**config.mk**
```make
export PLATFORM = sky130hd
export DESIGN_NAME = epoch_seconds_to_calendar_core
export DESIGN_NICKNAME = d
export VERILOG_FILES = /design/src/rtl/ep2cal_pkg.sv /design/src/rtl/epoch_seconds_to_calendar_core.sv
export SDC_FILE = /design/constraint.sdc
export NUM_CORES = 2
export LEC_CHECK = 0
export ABC_AREA = 1
export BUFFER_PORTS_ARGS = -buffer_cell sky130_fd_sc_hd__buf_4
export CAP_MARGIN = 10
export CORE_ASPECT_RATIO = 0.8
export CORE_UTILIZATION = 65
export CTS_BUF_LIST = sky130_fd_sc_hd__clkbuf_8
export DETAILED_ROUTE_END_ITERATION = 8
export MAX_ROUTING_LAYER = met4
export PLACE_DENSITY = 0.82
export SKIP_LAST_GASP = 1
export SLEW_MARGIN = 25
export SYNTH_ARGS = -nofsm -noshare
export SYNTH_HDL_FRONTEND = slang
export SYNTH_SLANG_ARGS = --single-unit
```
**constraint.sdc**
```tcl
create_clock -name clk -period 8.5 [get_ports clk]
set_input_delay 0.425 -clock clk [delete_from_list [all_inputs] [get_ports clk]]
set_output_delay 0.425 -clock clk [all_outputs]
set_load 0.01 [all_outputs]
```
**src/rtl/ep2cal_pkg.sv**
```systemverilog
`default_nettype none
// ----------------------------------------------------------------------------
// ep2cal_pkg
// Constants for the epoch-seconds to calendar pipeline: reciprocal
// multipliers for the constant divides and the day tables.
// ----------------------------------------------------------------------------
package ep2cal_pkg;

  localparam int unsigned SecsPerMin   = 60;
  localparam int unsigned MinsPerHour  = 60;
  localparam int unsigned HoursPerDay  = 24;
  localparam int unsigned DaysPerCycle = 365 * 4 + 1;

  localparam int unsigned PipeDepth = 6;

  // floor(x / d) == (x * RECIP) >> SHIFT, exact over each operand range
  // x / 60 on 32 bits: (x >> 2) / 15
  localparam logic [31:0] RECIP_DIV15_A = 32'd2290649225;
  localparam int unsigned SHIFT_DIV15_A = 35;
  // x / 60 on 27 bits: (x >> 2) / 15
  localparam logic [27:0] RECIP_DIV15_B = 28'd143165577;
  localparam int unsigned SHIFT_DIV15_B = 31;
  // x / 24 on 21 bits: (x >> 3) / 3
  localparam logic [18:0] RECIP_DIV3    = 19'd349526;
  localparam int unsigned SHIFT_DIV3    = 20;
  // x / 1461 on 16 bits
  localparam logic [16:0] RECIP_DIV1461 = 17'd91868;
  localparam int unsigned SHIFT_DIV1461 = 27;

  typedef logic [10:0] cycle_day_t;
  typedef logic [8:0]  year_day_t;

  // cycle runs common, common, leap, common
  localparam cycle_day_t YEAR_START [0:3] = '{11'd0, 11'd365, 11'd730, 11'd1096};
  localparam logic [1:0] LEAP_YEAR_IDX = 2'd2;

  // days before each month, common row then leap row
  localparam year_day_t MONTH_START [0:1][0:11] = '{
    '{9'd0, 9'd31, 9'd59, 9'd90, 9'd120, 9'd151,
      9'd181, 9'd212, 9'd243, 9'd273, 9'd304, 9'd334},
    '{9'd0, 9'd31, 9'd60, 9'd91, 9'd121, 9'd152,
      9'd182, 9'd213, 9'd244, 9'd274, 9'd305, 9'd335}
  };

endpackage
`default_nettype wire

```
**src/rtl/epoch_seconds_to_calendar_core.sv**
```systemverilog
`default_nettype none
// ----------------------------------------------------------------------------
// epoch_seconds_to_calendar_core
// Converts a 32-bit seconds-since-1970 count into time of day and date.
// ----------------------------------------------------------------------------
// Usage:
//   Input channel in_*: present in_epoch_seconds with in_valid; the item is
//   taken on a clock edge with in_valid high and in_stall low.
//   Output channel out_*: one result item per input item, in order, held
//   with out_valid until an edge with out_stall low.
//   Six register stages, the first loaded at the accepting edge. One item per
//   cycle is sustained while no valid result is stalled at the output. The
//   six stages are the chain of constant divides (by 60, 60, 24 and 1461,
//   each a reciprocal multiply), the cycle-year split and the month lookup.
//   When the receiver stalls a valid result, the whole pipeline holds and
//   in_stall rises in the same cycle; bubbles never block the pipe.
//   Synchronous reset (rst_n low) clears all valid bits; no item is in
//   flight afterwards.
//   Every fourth year counts as leap, 2100 included.
// ----------------------------------------------------------------------------
module epoch_seconds_to_calendar_core (
  input  wire logic        clk,
  input  wire logic        rst_n,
  input  wire logic        in_valid,
  output logic             in_stall,
  input  wire logic [31:0] in_epoch_seconds,
  output logic             out_valid,
  input  wire logic        out_stall,
  output logic [5:0]       out_second_of_minute,
  output logic [5:0]       out_minute_of_hour,
  output logic [4:0]       out_hour_of_day,
  output logic [4:0]       out_day_of_month,
  output logic [3:0]       out_month_number,
  output logic [7:0]       out_year_offset
);

  localparam int unsigned Depth = ep2cal_pkg::PipeDepth;

  logic             advance;
  logic [Depth-1:0] vld_r, vld_nxt;

  // stage 1: minutes total
  logic [61:0] s1_prod;
  logic [31:0] s1_t_r;
  logic [26:0] s1_q_r;
  // stage 2: seconds, hours total
  logic [52:0] s2_prod;
  logic [5:0]  s2_sec_r;
  logic [26:0] s2_min_tot_r;
  logic [20:0] s2_q_r;
  // stage 3: minutes, days total
  logic [36:0] s3_prod;
  logic [5:0]  s3_sec_r, s3_min_r;
  logic [20:0] s3_hr_tot_r;
  logic [15:0] s3_q_r;
  // stage 4: hours, four-year cycles
  logic [33:0] s4_prod;
  logic [5:0]  s4_sec_r, s4_min_r;
  logic [4:0]  s4_hr_r;
  logic [15:0] s4_days_r;
  logic [5:0]  s4_cyc_r;
  // stage 5: cycle year and day of year
  ep2cal_pkg::cycle_day_t s5_rem;
  logic [1:0]             s5_yr;
  ep2cal_pkg::year_day_t  s5_doy;
  logic [5:0]             s5_sec_r, s5_min_r, s5_cyc_r;
  logic [4:0]             s5_hr_r;
  logic [1:0]             s5_yr_r;
  ep2cal_pkg::year_day_t  s5_doy_r;
  // stage 6: month lookup
  logic                   s6_leap;
  logic [3:0]             s6_mon;
  ep2cal_pkg::year_day_t  s6_mday;

  assign out_valid = vld_r[Depth-1];
  assign advance   = !(vld_r[Depth-1] && out_stall);
  assign in_stall  = !advance;

  assign vld_nxt = {vld_r[Depth-2:0], in_valid};

  always_ff @(posedge clk) begin
    if (!rst_n) begin
      vld_r <= '0;
    end else if (advance) begin
      vld_r <= vld_nxt;
    end
  end

  // arithmetic per stage
  assign s1_prod = 62'(in_epoch_seconds[31:2]) * 62'(ep2cal_pkg::RECIP_DIV15_A);
  assign s2_prod = 53'(s1_q_r[26:2]) * 53'(ep2cal_pkg::RECIP_DIV15_B);
  assign s3_prod = 37'(s2_q_r[20:3]) * 37'(ep2cal_pkg::RECIP_DIV3);
  assign s4_prod = 34'(s3_q_r) * 34'(ep2cal_pkg::RECIP_DIV1461);

  // cycle days below 1461 fit 11 bits, so the low bits of the product suffice
  assign s5_rem = 11'(s4_days_r[10:0] - 11'(11'(s4_cyc_r) * 11'(ep2cal_pkg::DaysPerCycle)));

  always_comb begin
    s5_yr = 2'd0;
    for (int i = 1; i < 4; i++) begin
      if (s5_rem >= ep2cal_pkg::YEAR_START[i]) begin
        s5_yr = 2'(i);
      end
    end
    s5_doy = 9'(s5_rem - ep2cal_pkg::YEAR_START[s5_yr]);
  end

  assign s6_leap = (s5_yr_r == ep2cal_pkg::LEAP_YEAR_IDX);

  always_comb begin
    s6_mon = 4'd0;
    for (int i = 1; i < 12; i++) begin
      if (s5_doy_r >= ep2cal_pkg::MONTH_START[s6_leap][i]) begin
        s6_mon = 4'(i);
      end
    end
    s6_mday = 9'(s5_doy_r - ep2cal_pkg::MONTH_START[s6_leap][s6_mon]);
  end

  always_ff @(posedge clk) begin
    if (advance) begin
      s1_t_r <= in_epoch_seconds;
      s1_q_r <= s1_prod[ep2cal_pkg::SHIFT_DIV15_A +: 27];

      s2_sec_r     <= 6'(s1_t_r[5:0] - 6'(s1_q_r[5:0] * 6'(ep2cal_pkg::SecsPerMin)));
      s2_min_tot_r <= s1_q_r;
      s2_q_r       <= s2_prod[ep2cal_pkg::SHIFT_DIV15_B +: 21];

      s3_sec_r    <= s2_sec_r;
      s3_min_r    <= 6'(s2_min_tot_r[5:0] - 6'(s2_q_r[5:0] * 6'(ep2cal_pkg::MinsPerHour)));
      s3_hr_tot_r <= s2_q_r;
      s3_q_r      <= s3_prod[ep2cal_pkg::SHIFT_DIV3 +: 16];

      s4_sec_r  <= s3_sec_r;
      s4_min_r  <= s3_min_r;
      s4_hr_r   <= 5'(s3_hr_tot_r[4:0] - 5'(s3_q_r[4:0] * 5'(ep2cal_pkg::HoursPerDay)));
      s4_days_r <= s3_q_r;
      s4_cyc_r  <= s4_prod[ep2cal_pkg::SHIFT_DIV1461 +: 6];

      s5_sec_r <= s4_sec_r;
      s5_min_r <= s4_min_r;
      s5_hr_r  <= s4_hr_r;
      s5_cyc_r <= s4_cyc_r;
      s5_yr_r  <= s5_yr;
      s5_doy_r <= s5_doy;

      out_second_of_minute <= s5_sec_r;
      out_minute_of_hour   <= s5_min_r;
      out_hour_of_day      <= s5_hr_r;
      out_day_of_month     <= 5'(s6_mday + 9'd1);
      out_month_number     <= s6_mon + 4'd1;
      out_year_offset      <= {s5_cyc_r, 2'b00} + 8'(s5_yr_r);
    end
  end

endmodule
`default_nettype wire

```
Word-level counts from Yosys, hierarchy flattened

Index checks and enable logic that the tools add are counted.

Bits in registers: 207
Input bits: 36
Output and inout port bits: 36
Word-level logic and storage cells: 89

$add $sub $neg: 9
Multiply operators: 8
Magnitude comparators: 17
Equality and inequality tests: 1
Multiplexer cells: 23
Bitwise logic cells: 3
Reduce and logical (&&, ||, !) cells: 1

Operators with widths:

| kind                                                                                  | count |
|---|---|
| 108-bit two-way mux                                                                   | 2 |
| 9-bit greater-or-equal comparator                                                     | 11 |
| 84-bit two-way mux                                                                    | 1 |
| 30-bit by 32-bit multiplier with 62-bit output, second input constant                 | 1 |
| 25-bit by 28-bit multiplier with 52-bit output, second input constant                 | 1 |
| 4-bit two-way mux                                                                     | 10 |
| 9-bit binary-select mux with 4-bit select                                             | 1 |
| 18-bit by 18-bit multiplier with 35-bit output, second input constant                 | 1 |
| 16-bit by 15-bit multiplier with 31-bit output, second input constant                 | 1 |
| 11-bit binary-select mux with 2-bit select                                            | 1 |
| 9-bit two-way mux                                                                     | 2 |
| 6-bit by 4-bit multiplier with 4-bit output, second input constant                    | 2 |
| 6-bit subtractor                                                                      | 2 |
| 11-bit by 10-bit greater-or-equal comparator with 1-bit output, second input constant | 1 |
| 11-bit greater-or-equal comparator, second input constant                             | 1 |
| 11-bit by 9-bit greater-or-equal comparator with 1-bit output, second input constant  | 1 |
| 6-bit by 11-bit multiplier with 11-bit output, second input constant                  | 1 |
| 11-bit subtractor                                                                     | 1 |
| 5-bit two-way mux                                                                     | 2 |
| 5-bit subtractor                                                                      | 2 |
| 9-bit subtractor                                                                      | 1 |
| 8-bit by 2-bit adder with 8-bit output                                                | 1 |
| 5-bit by 1-bit adder with 5-bit output, second input constant                         | 1 |
| 5-bit greater-or-equal comparator, second input constant                              | 1 |
| 11 further kinds                                                                      | 13 |

Depth between registers and ports, before layout

Depth in word-level cells: 23
Gate-level depth with buffers: 34

Worst setup path before layout

No wires, ideal clock.

Path type: in2reg
Start point: input out_stall
End point: register vld_r[5]
Arrival: 6204 ps
Data required time: 8378 ps
Path slack: 2173 ps
Cell stages on the path: 3
Path through: nand2_1 > inv_1 > o21a_1

Longest elaborated chain between the ends: 1

Ends and longest elaborated chain:

| element                | RTL line                             | source |
|---|---|---|
| start: declaration     | epoch_seconds_to_calendar_core.sv:28 | `input wire logic out_stall,` |
| 1-bit logical AND      | epoch_seconds_to_calendar_core.sv:76 | `assign advance = !(vld_r[Depth-1] && out_stall);` |
| net in_stall           | epoch_seconds_to_calendar_core.sv:25 | `output logic in_stall,` |
| end signal: assignment | epoch_seconds_to_calendar_core.sv:85 | `vld_r <= vld_nxt;` |
| end: declaration       | epoch_seconds_to_calendar_core.sv:40 | `logic [Depth-1:0] vld_r, vld_nxt;` |

The timed path passes the listed nets, and every way through them passes these cells.
A chain may end at the register's enable or synchronous reset.

Worst setup path after layout

Start point: register s4_cyc_r[0]
End point: register s5_doy_r[8] (data pin)

Longest elaborated chain between the ends: 11
Elaborated cells between the ends (all ways): 13
Classes of those cells: add/sub (2); mul (1); order compare (3); mux (6); bitwise (1)

Ends and longest elaborated chain:

| element                                                       | RTL line                              | source |
|---|---|---|
| start: declaration                                            | epoch_seconds_to_calendar_core.sv:61  | `logic [5:0] s4_cyc_r;` |
| start signal: assignment                                      | epoch_seconds_to_calendar_core.sv:138 | `s4_cyc_r <= s4_prod[ep2cal_pkg::SHIFT_DIV1461 +: 6];` |
| 6-bit by 11-bit multiplier with 11-bit output (*)             | epoch_seconds_to_calendar_core.sv:96  | `assign s5_rem = 11'(s4_days_r[10:0] - 11'(11'(s4_cyc_r) * 11'(ep2cal_pkg::DaysPerCycle)));` |
| 11-bit subtractor (*)                                         | epoch_seconds_to_calendar_core.sv:96  |  |
| 11-bit by 9-bit greater-or-equal comparator with 1-bit output | epoch_seconds_to_calendar_core.sv:101 | `if (s5_rem >= ep2cal_pkg::YEAR_START[i]) begin` |
| 1-bit two-way mux                                             | epoch_seconds_to_calendar_core.sv:101 |  |
| 2-bit two-way mux (2 in series)                               | epoch_seconds_to_calendar_core.sv:101 |  |
| 2-bit NOT with 3-bit output (implied by the code)             | epoch_seconds_to_calendar_core.sv:105 | `s5_doy = 9'(s5_rem - ep2cal_pkg::YEAR_START[s5_yr]);` |
| 11-bit binary-select mux with 2-bit select                    | epoch_seconds_to_calendar_core.sv:105 |  |
| 9-bit two-way mux (implied by the code) (2 in series)         | epoch_seconds_to_calendar_core.sv:105 |  |
| 9-bit subtractor (*)                                          | epoch_seconds_to_calendar_core.sv:105 |  |
| net s5_doy[8]                                                 | epoch_seconds_to_calendar_core.sv:65  | `ep2cal_pkg::year_day_t s5_doy;` |
| end signal: assignment                                        | epoch_seconds_to_calendar_core.sv:145 | `s5_doy_r <= s5_doy;` |
| end: declaration                                              | epoch_seconds_to_calendar_core.sv:69  | `ep2cal_pkg::year_day_t s5_doy_r;` |

The timed path passes the listed nets; every way through them passes the cells marked *. The select of a mux whose other input is x is not followed.

==> results.ini <==
[run_status]
status=completed

[worst_setup_path]
critical_path.startpoint_type=flip-flop
cp.arrival_ns=6.29
r2r_slack_ns=2.55
crit-reg2reg-launch=s4_cyc_r[0]
setup.worst_path.class=reg2reg
crit_fanout=7
crit_required_ns=8.85
end_kind=flip-flop
reg2reg_depth=22
r2r_end=s5_doy_r[8]

[clocking]
cts_tree=built
ctsHtreeMaxLevel=2
clockBufferDepth=3
post_cts_buffers=0
clk_pin_slew_ns=0.06
cts.sinks=207
cts_root_buffer=clkbuf_8
cts_buffers=39
clk_latency_ns=0.61
cts_resized=0

[layout]
regArea_um2=6160
fillers=4026
finish.instance_area_um2=36700
multiInputGateArea_um2=24900
finalNonFillerCells=4482
final_nets=4984
postLayoutCoreUtil_pct=70.0
drive_gt1_share_pct=3.99
syn_to_final_growth_pct=6.35

[floorplan]
die_w_um=259
io_pins=72
core_area_um2=52400
die_y_um=208
core.rowCount=75
start_util_pct=65.8
dieArea_um2=54000

[place]
placed_cell_area_um2=35900
hpwlAfterDp_mm=73.2
port_buffers=71
gp_congestion=0.998
dp.cells=4410

[detailed_routing]
drc=0
drtIter0Drc=1790
drt-total-wl_mm=83.1
viasPerCell=5.60
wl_per_cell_um=18.5
drt_pre_antenna_iters=6
dr_total_vias=25100
ant_nets=0

[sta]
max_slew.worst_pin.slew_ns=0.865
finClkSkew_ns=0.0225
setup_viol=0
slew_viol_final=0
rsz0062_at_grt=no
fin_tns_setup_ns=0
fmax_mhz=168
finalHoldViolCount=0
min_period_over_period_pct=69.9
slew_headroom_pct=42.4
finalCriticalPeriod_ns=5.95

[yosys]
synth_common_cells=inv_1, ha_1, fa_1
synth.largest_area_cell=ha_1
yosysMostFrequentCell=inv_1
ys_types=46
synthAdderAreaFrac_pct=52.4
synth_simple_gate_area_share_pct=8.85
synth_area_per_cell_um2=9.45
synth_top_family_by_area=adder cells
synth_compound_area_share_pct=7.91
syn-cell-area_um2=34500
yosys_warnings=0
synth-xor-area-share_pct=3.14
synth_top_area_share_pct=27.7
synth_nets=4873
synth_ff_type=edfxtp_1
synth_edf_count=201
synth-seq-area-share_pct=17.9
synth_seq_cells=207
synthArstFlopShare_pct=0
yosys-top-cells-area=ha_1, fa_1, edfxtp_1, inv_1, nand2_1
syn_inst=3648
synth_mux_area_share_pct=0

[global_routing]
grt_max_degree=91
grt_antenna_before_repair=2
grt_pass1_wl_mm=134
grt_remaining_overflow=0
grt_pass1_vias=25800
grt_use_total_pct=32.9

[run]
max_cap_viol_count=0

[worst_hold_path]
hp-class=in2reg
hold_end=s1_t_r[1]
hold_start=in_epoch_seconds[1]
hold_depth=1

-- metrics by stage --
| step | hold slack, ns | setup slack (ns) |
|---|---|---|
| floorplan | 0.400 | 2.17 |
| global placement | 0.400 | 2.42 |
| detailed placement | 0.405 | 2.32 |
| CTS | 0.0177 | 2.54 |
| global route | 0.0308 | 2.18 |
| finish | 0.0448 | 2.55 |
-- sequential cells by signal (all words and copies together) (netlist names), 8 cells and up --
register	cells
s1_q_r	27
s3_q_r	16
s4_days_r	11
out_year_offset	8
s5_doy_r	9
s2_q_r	21
-- kinds of logic (layout without fill, tap and decap cells) --
kind of cell	count (synthesis)	after routing
AO/OA/AOI/OAI	485	485
XOR/XNOR	121	121
adder cells (fa/ha/maj)	1189	1189
buffers and inverters	897	1036
flip-flops	207	207
other	0	2
AND/OR/NAND/NOR	749	749
-- critical path, stage by stage (launching register included) --
cell and delay, ns:
edfxtp_1 0.55, ha_1 0.41, fa_1 0.50, fa_1 0.56
inv_1 0.06, fa_1 0.45, ha_1 0.37, inv_1 0.10
nor3_2 0.21, nand2_1 0.10, o2111ai_2 0.22, xor2_2 0.26
nand2_1 0.10, nand3_2 0.14, inv_1 0.06, ha_1 0.21
fa_1 0.45, nor3_1 0.23, nor2_1 0.10, o21ai_0 0.18
a21oi_1 0.11, xor2_1 0.17, xor2_1 0.17
-- how the worst max path moves through the flow --
stage,cells after the start,from,end
2_1_floorplan,3,out_stall,vld_r[5]
3_3_place_gp,19,in_epoch_seconds[27],s1_q_r[19]
3_5_place_dp,19,in_epoch_seconds[27],s1_q_r[21]
4_1_cts,22,s4_cyc_r[0],s5_doy_r[8]
5_1_grt,22,s4_cyc_r[0],s5_doy_r[8]
6_report,22,s4_cyc_r[0],s5_doy_r[8]
-- layer usage --
layer / vias up / global-route usage [%] / part of all wire (%)
li1: 12100 / - / -
met1: 12000 / 45.1 / 45
met2: 872 / 49.0 / 45
met3: 127 / 8.07 / 8.6
met4: 0 / 8.44 / 2.3
met5: - / - / 0
-- repair_timing --
action / in CTS / in global routing
hold endpoints to repair: 1 / 0
setup endpoints to repair: 0 / 0
hold buffers: 1 / 0
-- layout make-up --
| type | count | area share, % |
|---|---|---|
| sequential | 207 | 16.8 |
| tap | 693 | 2.37 |
| clock inverter | 28 | 0.570 |
| inverter | 893 | 9.14 |
| clock buffer | 41 | 1.54 |
| multi-input combinational | 2544 | 68.0 |
| antenna | 2 | 0.0137 |
| timing repair buffer | 74 | 1.53 |
-- cell usage in the layout, fill, tap and decap left out, types with 8 or more instances in the layout --
master	instances
a21o_1	10
a21oi_1	220
a221oi_1	8
a31oi_1	31
buf_4	72
clkbuf_8	41
edfxtp_1	201
fa_1	426
ha_1	763
inv_1	898
nand2_1	377
nand3_1	70
nand4_1	17
nor2_1	236
nor3_1	26
o211ai_1	8
o21a_1	14
o21ai_0	140
o21bai_1	13
xnor2_1	43
xor2_1	75
Power is left out: the tool's default activity adds up to more than one toggle a clock period on the data nets, which glitch-free logic cannot reach.
